### config.mk
export PLATFORM = sky130hd
export DESIGN_NAME = gtf_ctrl
export DESIGN_NICKNAME = d
export VERILOG_FILES = /design/src/design/gtf_pkg.sv /design/src/design/gtf_ctrl.sv
export SDC_FILE = /design/constraint.sdc
export NUM_CORES = 1
export LEC_CHECK = 0
export BUFFER_PORTS_ARGS = -buffer_cell sky130_fd_sc_hd__buf_2
export CORE_MARGIN = 2
export CORE_UTILIZATION = 45
export DETAILED_ROUTE_END_ITERATION = 8
export HOLD_SLACK_MARGIN = 0.02
export PLACE_DENSITY = 0.68
export SLEW_MARGIN = 25
export SYNTH_ARGS = -nofsm -noshare
export SYNTH_HDL_FRONTEND = slang
export SYNTH_SLANG_ARGS = --single-unit
### constraint.sdc
create_clock -name clk -period 3 [get_ports clk]
set_input_delay 0.3 -clock clk [delete_from_list [all_inputs] [get_ports clk]]
set_output_delay 0.3 -clock clk [all_outputs]
set_load 0.05 [all_outputs]
### src/design/gtf_pkg.sv
// gtf_pkg: shared widths, register indexes, micro-op program and the
// command/status structs of the gammatone filter channel.
// No dependencies.
`timescale 1ns / 1ps
`default_nettype none
package gtf_pkg;

	localparam int SAMPLE_BITS_DEF = 16;
	localparam int STATE_FRAC_DEF  = 24;

	localparam int HIST_W    = 48;
	localparam int OSC_W     = 32;
	localparam int COEF_W    = 32;
	localparam int OP_W      = 64;
	localparam int PROD_W    = 128;
	localparam int ACC_W     = 67;
	localparam int SQ_W      = 96;
	localparam int ROOT_W    = 48;
	localparam int MEM_W     = 24;
	localparam int ENV_W     = 23;
	localparam int CFG_W     = 32;
	localparam int CFG_IDX_W = 3;
	localparam int THR_W     = 16;
	localparam int DECAY_W   = 31;
	localparam int PC_W      = 5;

	localparam int SH_COEF_BITS = 28;
	localparam int SH_OSC_BITS  = 30;

	localparam logic [OSC_W-1:0] Q30_ONE = 32'h4000_0000;

	localparam logic [CFG_IDX_W-1:0] CFG_DECAY   = 3'd0;
	localparam logic [CFG_IDX_W-1:0] CFG_GAIN    = 3'd1;
	localparam logic [CFG_IDX_W-1:0] CFG_COS     = 3'd2;
	localparam logic [CFG_IDX_W-1:0] CFG_SIN     = 3'd3;
	localparam logic [CFG_IDX_W-1:0] CFG_RECT    = 3'd4;
	localparam logic [CFG_IDX_W-1:0] CFG_ENV_EN  = 3'd5;
	localparam logic [CFG_IDX_W-1:0] CFG_THRESH  = 3'd6;

	typedef enum logic [4:0] {
		SRC_XS, SRC_H0, SRC_H1, SRC_H2, SRC_H3, SRC_OSCQ,
		SRC_C0, SRC_C1, SRC_C2, SRC_C3, SRC_C4,
		SRC_UR, SRC_UI, SRC_M, SRC_ROOT, SRC_GAIN, SRC_COS, SRC_SIN,
		SRC_ORE, SRC_OIM, SRC_DA, SRC_A2, SRC_A3
	} src_t;

	typedef enum logic [1:0] {SH_COEF, SH_OSC, SH_OUT, SH_RAW} sh_t;

	typedef enum logic [2:0] {ACC_LOAD, ACC_ADD, ACC_SUB, SQ_LOAD, SQ_ADD} accop_t;

	typedef enum logic [3:0] {
		POST_NONE, POST_P0, POST_U, POST_M, POST_MEM, POST_SQRT, POST_ENV,
		POST_NC, POST_OSC, POST_A2, POST_A3, POST_A4
	} post_t;

	typedef struct packed {
		src_t   a;
		src_t   b;
		sh_t    sh;
		accop_t op;
		post_t  post;
		logic   ch;
	} uop_t;

	localparam logic [PC_W-1:0] PC_SAMPLE      = 5'd0;
	localparam logic [PC_W-1:0] PC_SQ_FIRST    = 5'd17;
	localparam logic [PC_W-1:0] PC_OSC_FIRST   = 5'd20;
	localparam logic [PC_W-1:0] PC_SAMPLE_LAST = 5'd23;
	localparam logic [PC_W-1:0] PC_DERIVE      = 5'd24;
	localparam logic [PC_W-1:0] PC_DERIVE_LAST = 5'd26;

	typedef struct packed {
		logic            accept;
		logic            mul_start;
		logic            acc_en;
		logic            post_en;
		logic            sqrt_start;
		logic            load_out;
		logic [PC_W-1:0] pc;
	} gtf_cmd_t;

	typedef struct packed {
		logic mul_done;
		logic sqrt_done;
		logic env_en;
	} gtf_sts_t;

	// per-sample program, then coefficient derivation
	function automatic uop_t uop_rom(logic [PC_W-1:0] pc);
		uop_t u;
		case (pc)
			5'd0:  u = '{SRC_XS,   SRC_OSCQ, SH_OSC,  ACC_LOAD, POST_NONE, 1'b0};
			5'd1:  u = '{SRC_H0,   SRC_C0,   SH_COEF, ACC_ADD,  POST_NONE, 1'b0};
			5'd2:  u = '{SRC_H1,   SRC_C1,   SH_COEF, ACC_ADD,  POST_NONE, 1'b0};
			5'd3:  u = '{SRC_H2,   SRC_C2,   SH_COEF, ACC_ADD,  POST_NONE, 1'b0};
			5'd4:  u = '{SRC_H3,   SRC_C3,   SH_COEF, ACC_ADD,  POST_P0,   1'b0};
			5'd5:  u = '{SRC_H0,   SRC_C0,   SH_COEF, ACC_ADD,  POST_NONE, 1'b0};
			5'd6:  u = '{SRC_H1,   SRC_C4,   SH_COEF, ACC_ADD,  POST_U,    1'b0};
			5'd7:  u = '{SRC_XS,   SRC_OSCQ, SH_OSC,  ACC_LOAD, POST_NONE, 1'b1};
			5'd8:  u = '{SRC_H0,   SRC_C0,   SH_COEF, ACC_ADD,  POST_NONE, 1'b1};
			5'd9:  u = '{SRC_H1,   SRC_C1,   SH_COEF, ACC_ADD,  POST_NONE, 1'b1};
			5'd10: u = '{SRC_H2,   SRC_C2,   SH_COEF, ACC_ADD,  POST_NONE, 1'b1};
			5'd11: u = '{SRC_H3,   SRC_C3,   SH_COEF, ACC_ADD,  POST_P0,   1'b1};
			5'd12: u = '{SRC_H0,   SRC_C0,   SH_COEF, ACC_ADD,  POST_NONE, 1'b1};
			5'd13: u = '{SRC_H1,   SRC_C4,   SH_COEF, ACC_ADD,  POST_U,    1'b1};
			5'd14: u = '{SRC_UR,   SRC_ORE,  SH_OSC,  ACC_LOAD, POST_NONE, 1'b0};
			5'd15: u = '{SRC_UI,   SRC_OIM,  SH_OSC,  ACC_ADD,  POST_M,    1'b0};
			5'd16: u = '{SRC_M,    SRC_GAIN, SH_OUT,  ACC_LOAD, POST_MEM,  1'b0};
			5'd17: u = '{SRC_UR,   SRC_UR,   SH_RAW,  SQ_LOAD,  POST_NONE, 1'b0};
			5'd18: u = '{SRC_UI,   SRC_UI,   SH_RAW,  SQ_ADD,   POST_SQRT, 1'b0};
			5'd19: u = '{SRC_ROOT, SRC_GAIN, SH_OUT,  ACC_LOAD, POST_ENV,  1'b0};
			5'd20: u = '{SRC_COS,  SRC_ORE,  SH_OSC,  ACC_LOAD, POST_NONE, 1'b0};
			5'd21: u = '{SRC_SIN,  SRC_OIM,  SH_OSC,  ACC_ADD,  POST_NC,   1'b0};
			5'd22: u = '{SRC_COS,  SRC_OIM,  SH_OSC,  ACC_LOAD, POST_NONE, 1'b0};
			5'd23: u = '{SRC_SIN,  SRC_ORE,  SH_OSC,  ACC_SUB,  POST_OSC,  1'b0};
			5'd24: u = '{SRC_DA,   SRC_DA,   SH_OSC,  ACC_LOAD, POST_A2,   1'b0};
			5'd25: u = '{SRC_A2,   SRC_DA,   SH_OSC,  ACC_LOAD, POST_A3,   1'b0};
			5'd26: u = '{SRC_A3,   SRC_DA,   SH_OSC,  ACC_LOAD, POST_A4,   1'b0};
			default: u = '{SRC_XS, SRC_XS,   SH_RAW,  ACC_LOAD, POST_NONE, 1'b0};
		endcase
		return u;
	endfunction

endpackage
`default_nettype wire

### src/design/gtf_ctrl.sv
// gtf_ctrl: sequencer that steps the micro-op program, handshakes both
// channels and reruns coefficient derivation after a decay write.
// Depends on gtf_pkg.
`timescale 1ns / 1ps
`default_nettype none
module gtf_ctrl
	import gtf_pkg::*;
(
	input  wire logic                 clk,
	input  wire logic                 arst_n,
	input  wire logic                 in_valid,
	output logic                      in_ready,
	output logic                      out_valid,
	input  wire logic                 out_ready,
	input  wire logic                 cfg_we,
	input  wire logic [CFG_IDX_W-1:0] cfg_index,
	input  wire gtf_sts_t             sts,
	output gtf_cmd_t                  cmd
);

	typedef enum logic [5:0] {
		S_IDLE  = 6'b000001,
		S_ISSUE = 6'b000010,
		S_MUL   = 6'b000100,
		S_POST  = 6'b001000,
		S_SQRT  = 6'b010000,
		S_OUT   = 6'b100000
	} state_t;

	state_t          state_q, state_n;
	logic [PC_W-1:0] pc_q, pc_n;
	logic            dirty_q, dirty_clr;
	logic            out_valid_q;
	uop_t            u;

	// step on, skipping the envelope ops when it is off
	function automatic logic [PC_W-1:0] next_pc(logic [PC_W-1:0] pc, logic env_en);
		logic [PC_W-1:0] n;
		n = pc + PC_W'(1);
		if (n == PC_SQ_FIRST && !env_en)
			n = PC_OSC_FIRST;
		return n;
	endfunction

	always_comb begin
		u         = uop_rom(pc_q);
		state_n   = state_q;
		pc_n      = pc_q;
		dirty_clr = 1'b0;
		cmd       = '0;
		cmd.pc    = pc_q;
		in_ready  = (state_q == S_IDLE) && !dirty_q;
		case (state_q)
			S_IDLE: begin
				if (dirty_q) begin
					dirty_clr = 1'b1;
					pc_n      = PC_DERIVE;
					state_n   = S_ISSUE;
				end else if (in_valid) begin
					cmd.accept = 1'b1;
					pc_n       = PC_SAMPLE;
					state_n    = S_ISSUE;
				end
			end
			S_ISSUE: begin
				cmd.mul_start = 1'b1;
				state_n       = S_MUL;
			end
			S_MUL: begin
				if (sts.mul_done) begin
					cmd.acc_en = 1'b1;
					if (u.post != POST_NONE)       state_n = S_POST;
					else if (pc_q == PC_SAMPLE_LAST) state_n = S_OUT;
					else if (pc_q == PC_DERIVE_LAST) state_n = S_IDLE;
					else begin
						pc_n    = next_pc(pc_q, sts.env_en);
						state_n = S_ISSUE;
					end
				end
			end
			S_POST: begin
				cmd.post_en = 1'b1;
				if (u.post == POST_SQRT) begin
					cmd.sqrt_start = 1'b1;
					state_n        = S_SQRT;
				end else if (pc_q == PC_SAMPLE_LAST) state_n = S_OUT;
				else if (pc_q == PC_DERIVE_LAST)     state_n = S_IDLE;
				else begin
					pc_n    = next_pc(pc_q, sts.env_en);
					state_n = S_ISSUE;
				end
			end
			S_SQRT: begin
				if (sts.sqrt_done) begin
					pc_n    = next_pc(pc_q, sts.env_en);
					state_n = S_ISSUE;
				end
			end
			S_OUT: begin
				if (!out_valid_q || out_ready) begin
					cmd.load_out = 1'b1;
					state_n      = S_IDLE;
				end
			end
			default: state_n = S_IDLE;
		endcase
	end

	always_ff @(posedge clk or negedge arst_n) begin
		if (!arst_n) begin
			state_q     <= S_IDLE;
			pc_q        <= '0;
			dirty_q     <= 1'b0;
			out_valid_q <= 1'b0;
		end else begin
			state_q <= state_n;
			pc_q    <= pc_n;
			if (cfg_we && cfg_index == CFG_DECAY) dirty_q <= 1'b1;
			else if (dirty_clr)                  dirty_q <= 1'b0;
			if (cmd.load_out)                  out_valid_q <= 1'b1;
			else if (out_ready)                out_valid_q <= 1'b0;
		end
	end

	assign out_valid = out_valid_q;

endmodule
`default_nettype wire
Word-level counts from Yosys, hierarchy flattened:

Memories as Yosys holds them, arrays and structs flattened.
Index checks and enable logic that the tools add are counted.

* equal/unequal tests: 16
* reductions and logical operators: 14
* add/subtract/negate cells: 1
* mux-type cells: 36

Operator list (count)
* 6-bit 2-to-1 mux: 8
* 5-bit 2-to-1 mux: 9
* 6-bit case mux with 6 select lines: 1
* 5-bit case mux with 4 select lines: 1
* 5-bit equality test (second input constant): 3
* 1-bit 2-to-1 mux: 15
* 2-bit inequality test (second input constant): 5
* 4-bit nonzero test: 2
* 6-bit by 1-bit equality test with 1-bit output (second input constant): 1
* 6-bit by 2-bit equality test with 1-bit output (second input constant): 1
* 6-bit by 3-bit equality test with 1-bit output (second input constant): 1
* 6-bit by 4-bit equality test with 1-bit output (second input constant): 1
* 6-bit by 5-bit equality test with 1-bit output (second input constant): 1
* 6-bit equality test (second input constant): 1
* 6-bit AND reduction: 1
* 5-bit by 1-bit adder with 5-bit output (second input constant): 1
* 4-bit by 3-bit equality test with 1-bit output (second input constant): 1
* 2-bit 2-to-1 mux: 2
* 4-bit AND reduction: 1
* 2-bit nonzero test: 2
* 1-bit logical AND: 3
* 1-bit logical NOT: 3
* 3-bit logical NOT: 1
* 3-bit inequality test (second input constant): 1
* 1-bit logical OR: 1

* ROM bits: 640
* register bits: 13
* input port bits: 11
* memories kept: 1
* word-level logic and storage cells: 72

Memories
* (name not given): depth 32, bits a word 20, read ports 1, clocked after memory_dff 0, wr ports 0, line gtf_pkg.sv:91 `case (pc)`

Longest topological paths before layout:

* depth after elaboration: 9
* gate-level depth with buffers: 9
* mapped depth without buffers: 9

Least setup slack after synthesis:

No wires, ideal clock.

* path type: register -> register
* start: register state_q[1]
* end: register pc_q[0]
* required time: 2.875 ns
* arrival time: 3.062 ns
* stages on the path, launching flop included: 7
* library setup time: 0.125 ns
* period minus slack after synthesis: 3.186 ns
* setup slack: -0.186 ns
* buffers on the path: 0
* cells stage by stage: dfrtp_1 -> nor2_1 -> nand2_1 -> nor3b_1 -> and4_4 -> nor4b_4 -> mux2_2

* longest elaborated chain between the ends: 3
* elaborated cells on any way between the ends: 12
* those cells by class: eq/ne (9); mux (1); reduce/logical (2)

Ends and longest elaborated chain
* from (decl): line gtf_ctrl.sv:30 `state_t state_q, state_n;`
* from (signal assigned): line gtf_ctrl.sv:116 `state_q <= state_n;`
* 6-bit by 1-bit equality test with 1-bit output (tied with other cells): line gtf_ctrl.sv:53 `case (state_q)`
* 3-bit inequality test (no line) (tied with other cells)
* 6-bit AND reduction (no line)
* to (signal assigned): line gtf_ctrl.sv:117 `pc_q <= pc_n;`
* to (decl): line gtf_ctrl.sv:31 `logic [PC_W-1:0] pc_q, pc_n;`

Parallel ways exist; a longest one is shown, timed or not.
A chain may end at the register's enable or synchronous reset.

Worst setup path in the final report:

* start: register pc_q[0]
* end: register pc_q[1]

* longest elaborated chain between the ends: 9
* elaborated cells on any way between the ends: 19
* those cells by class: add/sub (1); eq/ne (6); mux (8); reduce/logical (3); memory (1)

Ends and longest elaborated chain
* 5-bit by 1-bit adder with 5-bit output: line gtf_ctrl.sv:39 `n = pc + PC_W'(1);`
* 5-bit equality test: line gtf_ctrl.sv:40 `if (n == PC_SQ_FIRST && !env_en)`
* 1-bit logical AND: line gtf_ctrl.sv:40
* 5-bit 2-to-1 mux: line gtf_ctrl.sv:40
* 5-bit 2-to-1 mux: line gtf_ctrl.sv:87 `else if (pc_q == PC_DERIVE_LAST) state_n = S_IDLE;`
* 5-bit 2-to-1 mux: line gtf_ctrl.sv:73 `else if (pc_q == PC_SAMPLE_LAST) state_n = S_OUT;`
* 5-bit 2-to-1 mux: line gtf_ctrl.sv:72 `if (u.post != POST_NONE) state_n = S_POST;`
* 5-bit 2-to-1 mux: line gtf_ctrl.sv:70 `if (sts.mul_done) begin`
* 5-bit case mux with 4 select lines: line gtf_ctrl.sv:53

Parallel ways exist; a longest one is shown, timed or not. The select of a mux whose other input is x is not followed.

==> out/qor.yml <==
outcome:
  status: "complete, no violations"
sta:
  slew_viol_final: 0
  fin_tns_setup_ns: 0
  period_minus_slack_ns: 2.70
  rsz0062_at_grt: "false"
  hold_ws_ns: 0.209
  finalHoldViolCount: 0
  fin_skew_ns: 0.00980
  post-route-period-util_pct: 89.9
  setup_viol: 0
  worst_slew_pin_slew_ns: 0.471
  max_freq_ghz: 0.371
  relSlewSlack_pct: 68.6
floorplanning:
  start_util_pct: 46.3
  die_area_sq_mm: 0.00292
  die-height_microns: 54.1
  die_w_microns: 54.1
  num_rows: 18
  ios: 24
  fp.coreArea_sq_mm: 0.00243
route:
  route.detailed.drc: 0
  ant_nets: 0
  totalWireLength_microns: 2610
  viasPerCell: 5.54
  dr.pass1.iters: 4
  drt_iter0_drc: 10
  num_vias: 1002
  wl_per_cell_microns: 14.4
synth:
  syn-num-nets: 148
  yosysSeqAreaShare_pct: 29.0
  syn_area_per_cell_sq_um: 8.74
  synth.distinct_cells: 41
  synth-simple-area-share_pct: 29.5
  synthMuxAreaShare_pct: 8.77
  ys_warn_count: 0
  syn_area_sq_mm: 0.00113
  synth-seq-cells: 13
  synth_compound_area_share_pct: 14.7
  synth_flop_cell: "dfrtp_1"
  synth_top_family_by_area: "simple AND/OR/NAND/NOR gates"
  yosys.area_share.adder_pct: 8.88
  synth_edf_count: 0
  synth_xor_area_share_pct: 3.11
  synthCells: 129
  async_reset_ff_share_pct: 100
pwr:
  power.density_mw_per_mm2: 771
  ir_worst_vdd_uv: 616
  p_total_w: 0.000992
  cellLeakagePower_nw: 0.582
clock_network:
  ctsResizeCount: 0
  cts_max_level: 1
  cts-buffers-inserted: 3
  clk_latency_ns: 0.28
  cts_max_path_buffers: 2
  cts_root_buf: "clkbuf_4"
  holdBufCountCts: 1
  postCtsSetupBuffers: 0
  clkTransAtPathRegs_ns: 0.09
  cts_tree: "built"
  cts.sinks: 13
min_path:
  hold_depth: 2
  hold_class: "input port to flip-flop"
placement:
  dp_cells: 176
  io_buffer_count: 23
  dp_hpwl_microns: 2120
  gp_congestion: 0.854
  placed_area_sq_mm: 0.00125
setup_path:
  cp.required_ns: 3.16
  reg2reg_depth: 8
  crit_type: "flip-flop to flip-flop"
  cp-start-kind: "flip-flop"
  arrival_ns: 2.86
  worstSetupEndpointType: "flip-flop"
  crit_fanout: 11
cells_and_area:
  antenna_cells: 0
  layout-drive-gt1-share_pct: 25.8
  final_cells: 181
  mostFrequentLayoutCells: "buf_2 (23), dfrtp_1 (12), inv_1 (9), nor2_1 (9), ha_1 (8)"
  final_common_cell: "buf_2"
  nNetsFinal: 171
  final_area_sq_mm: 0.00129
  area_delta_synth_final_pct: 14.1
global_routing:
  grt_overflow: 0
  antenna_found_initial: 0
  grt_pass1_vias: 967
  grt_usage_pct: 20.1
  grt_pass1_wl_microns: 4200
  grt_max_degree: 16
run:
  drv_cap: 0
[cells by family (layout without fill, tap and decap cells)]
| family | after synthesis | in the layout |
|---|---|---|
| muxes | 9 | 9 |
| DFF | 13 | 13 |
| and+or+nand+nor | 54 | 54 |
| buffers and inverters | 15 | 37 |
| AOI/OAI and AO/OA | 26 | 26 |
| xor gates and xnor gates | 4 | 4 |
| adders and majority gates | 8 | 8 |
[sequential cells by signal, indices dropped and copies added, names as in the netlist]
register / flops
pc_q: 5
state_q: 6
out_valid: 1
dirty_q: 1
[critical path: stages, from the launching register on]
cell and delay [ns]:
dfrtp_1 0.53, inv_1 0.14, ha_1 0.33, mux2i_1 0.14, o22a_1 0.18, nor2b_1 0.21, a31oi_1 0.17, nor4b_4 0.48
mux2_2 0.39
[through the flow]
step	worst slack [ns]	utilization (%)
2_1_floorplan	0.233	-
3_3_place_gp	0.414	51.4
3_5_place_dp	0.317	51.4
4_1_cts	0.282	52.9
5_1_grt	0.0671	52.9
6_report	0.303	52.9
[synth_stat cells, types with 3 or more instances]
cell type | count | area (sq um)
ha_1 | 8 | 100
clkbuf_1 | 3 | 11.3
dfrtp_1 | 12 | 300
a21oi_1 | 6 | 30.0
and2_1 | 4 | 25.0
xnor2_1 | 4 | 35.0
nor2b_1 | 4 | 25.0
nand2b_1 | 7 | 43.8
inv_1 | 9 | 33.8
a31oi_1 | 3 | 18.8
nand3_1 | 4 | 20.0
o21ai_0 | 6 | 30.0
nand2_1 | 7 | 26.3
mux2_2 | 7 | 78.8
nor2_1 | 9 | 33.8
nor3b_1 | 4 | 30.0
[metal layers]
metal  vias to the layer above  wire [microns]  GRT usage, %
li1                        502               -             -
met1                       472            1120          22.7
met2                        26            1340          36.6
met3                         2             135          4.44
met4                         0              10          7.50
met5                         -               0             0
[layout make-up]
| cell class | instances | area [sq um] |
|---|---|---|
| clock buffer | 4 | 26.3 |
| multi-input combinational | 101 | 737 |
| timing repair buffer | 24 | 125 |
| inverter | 9 | 33.8 |
| fill | 244 | 1150 |
| tap | 30 | 37.5 |
| sequential | 13 | 327 |
[worst paths after layout]
check	start	endpoint	slack (ns)
max	pc_q[0]	pc_q[1]	0.30
min	cfg_index[2]	dirty_q	0.21
max reg2reg	pc_q[0]	pc_q[1]	0.30
min reg2reg	out_valid	out_valid	0.57
max in group asynchronous	arst_n	state_q[0]	2.27
min in group asynchronous	arst_n	state_q[2]	0.43
[report_power, final]
| group | leakage [nW] | internal [W] | total (W) | switching, W |
|---|---|---|---|---|
| Combinational | 0.393 | 0.000222 | 0.000569 | 0.000347 |
| Sequential | 0.174 | 0.000221 | 0.000311 | 0.0000903 |
| Clock | 0.0150 | 0.0000515 | 0.000112 | 0.0000603 |
No activity file was read; power rests on OpenSTA's default activity.
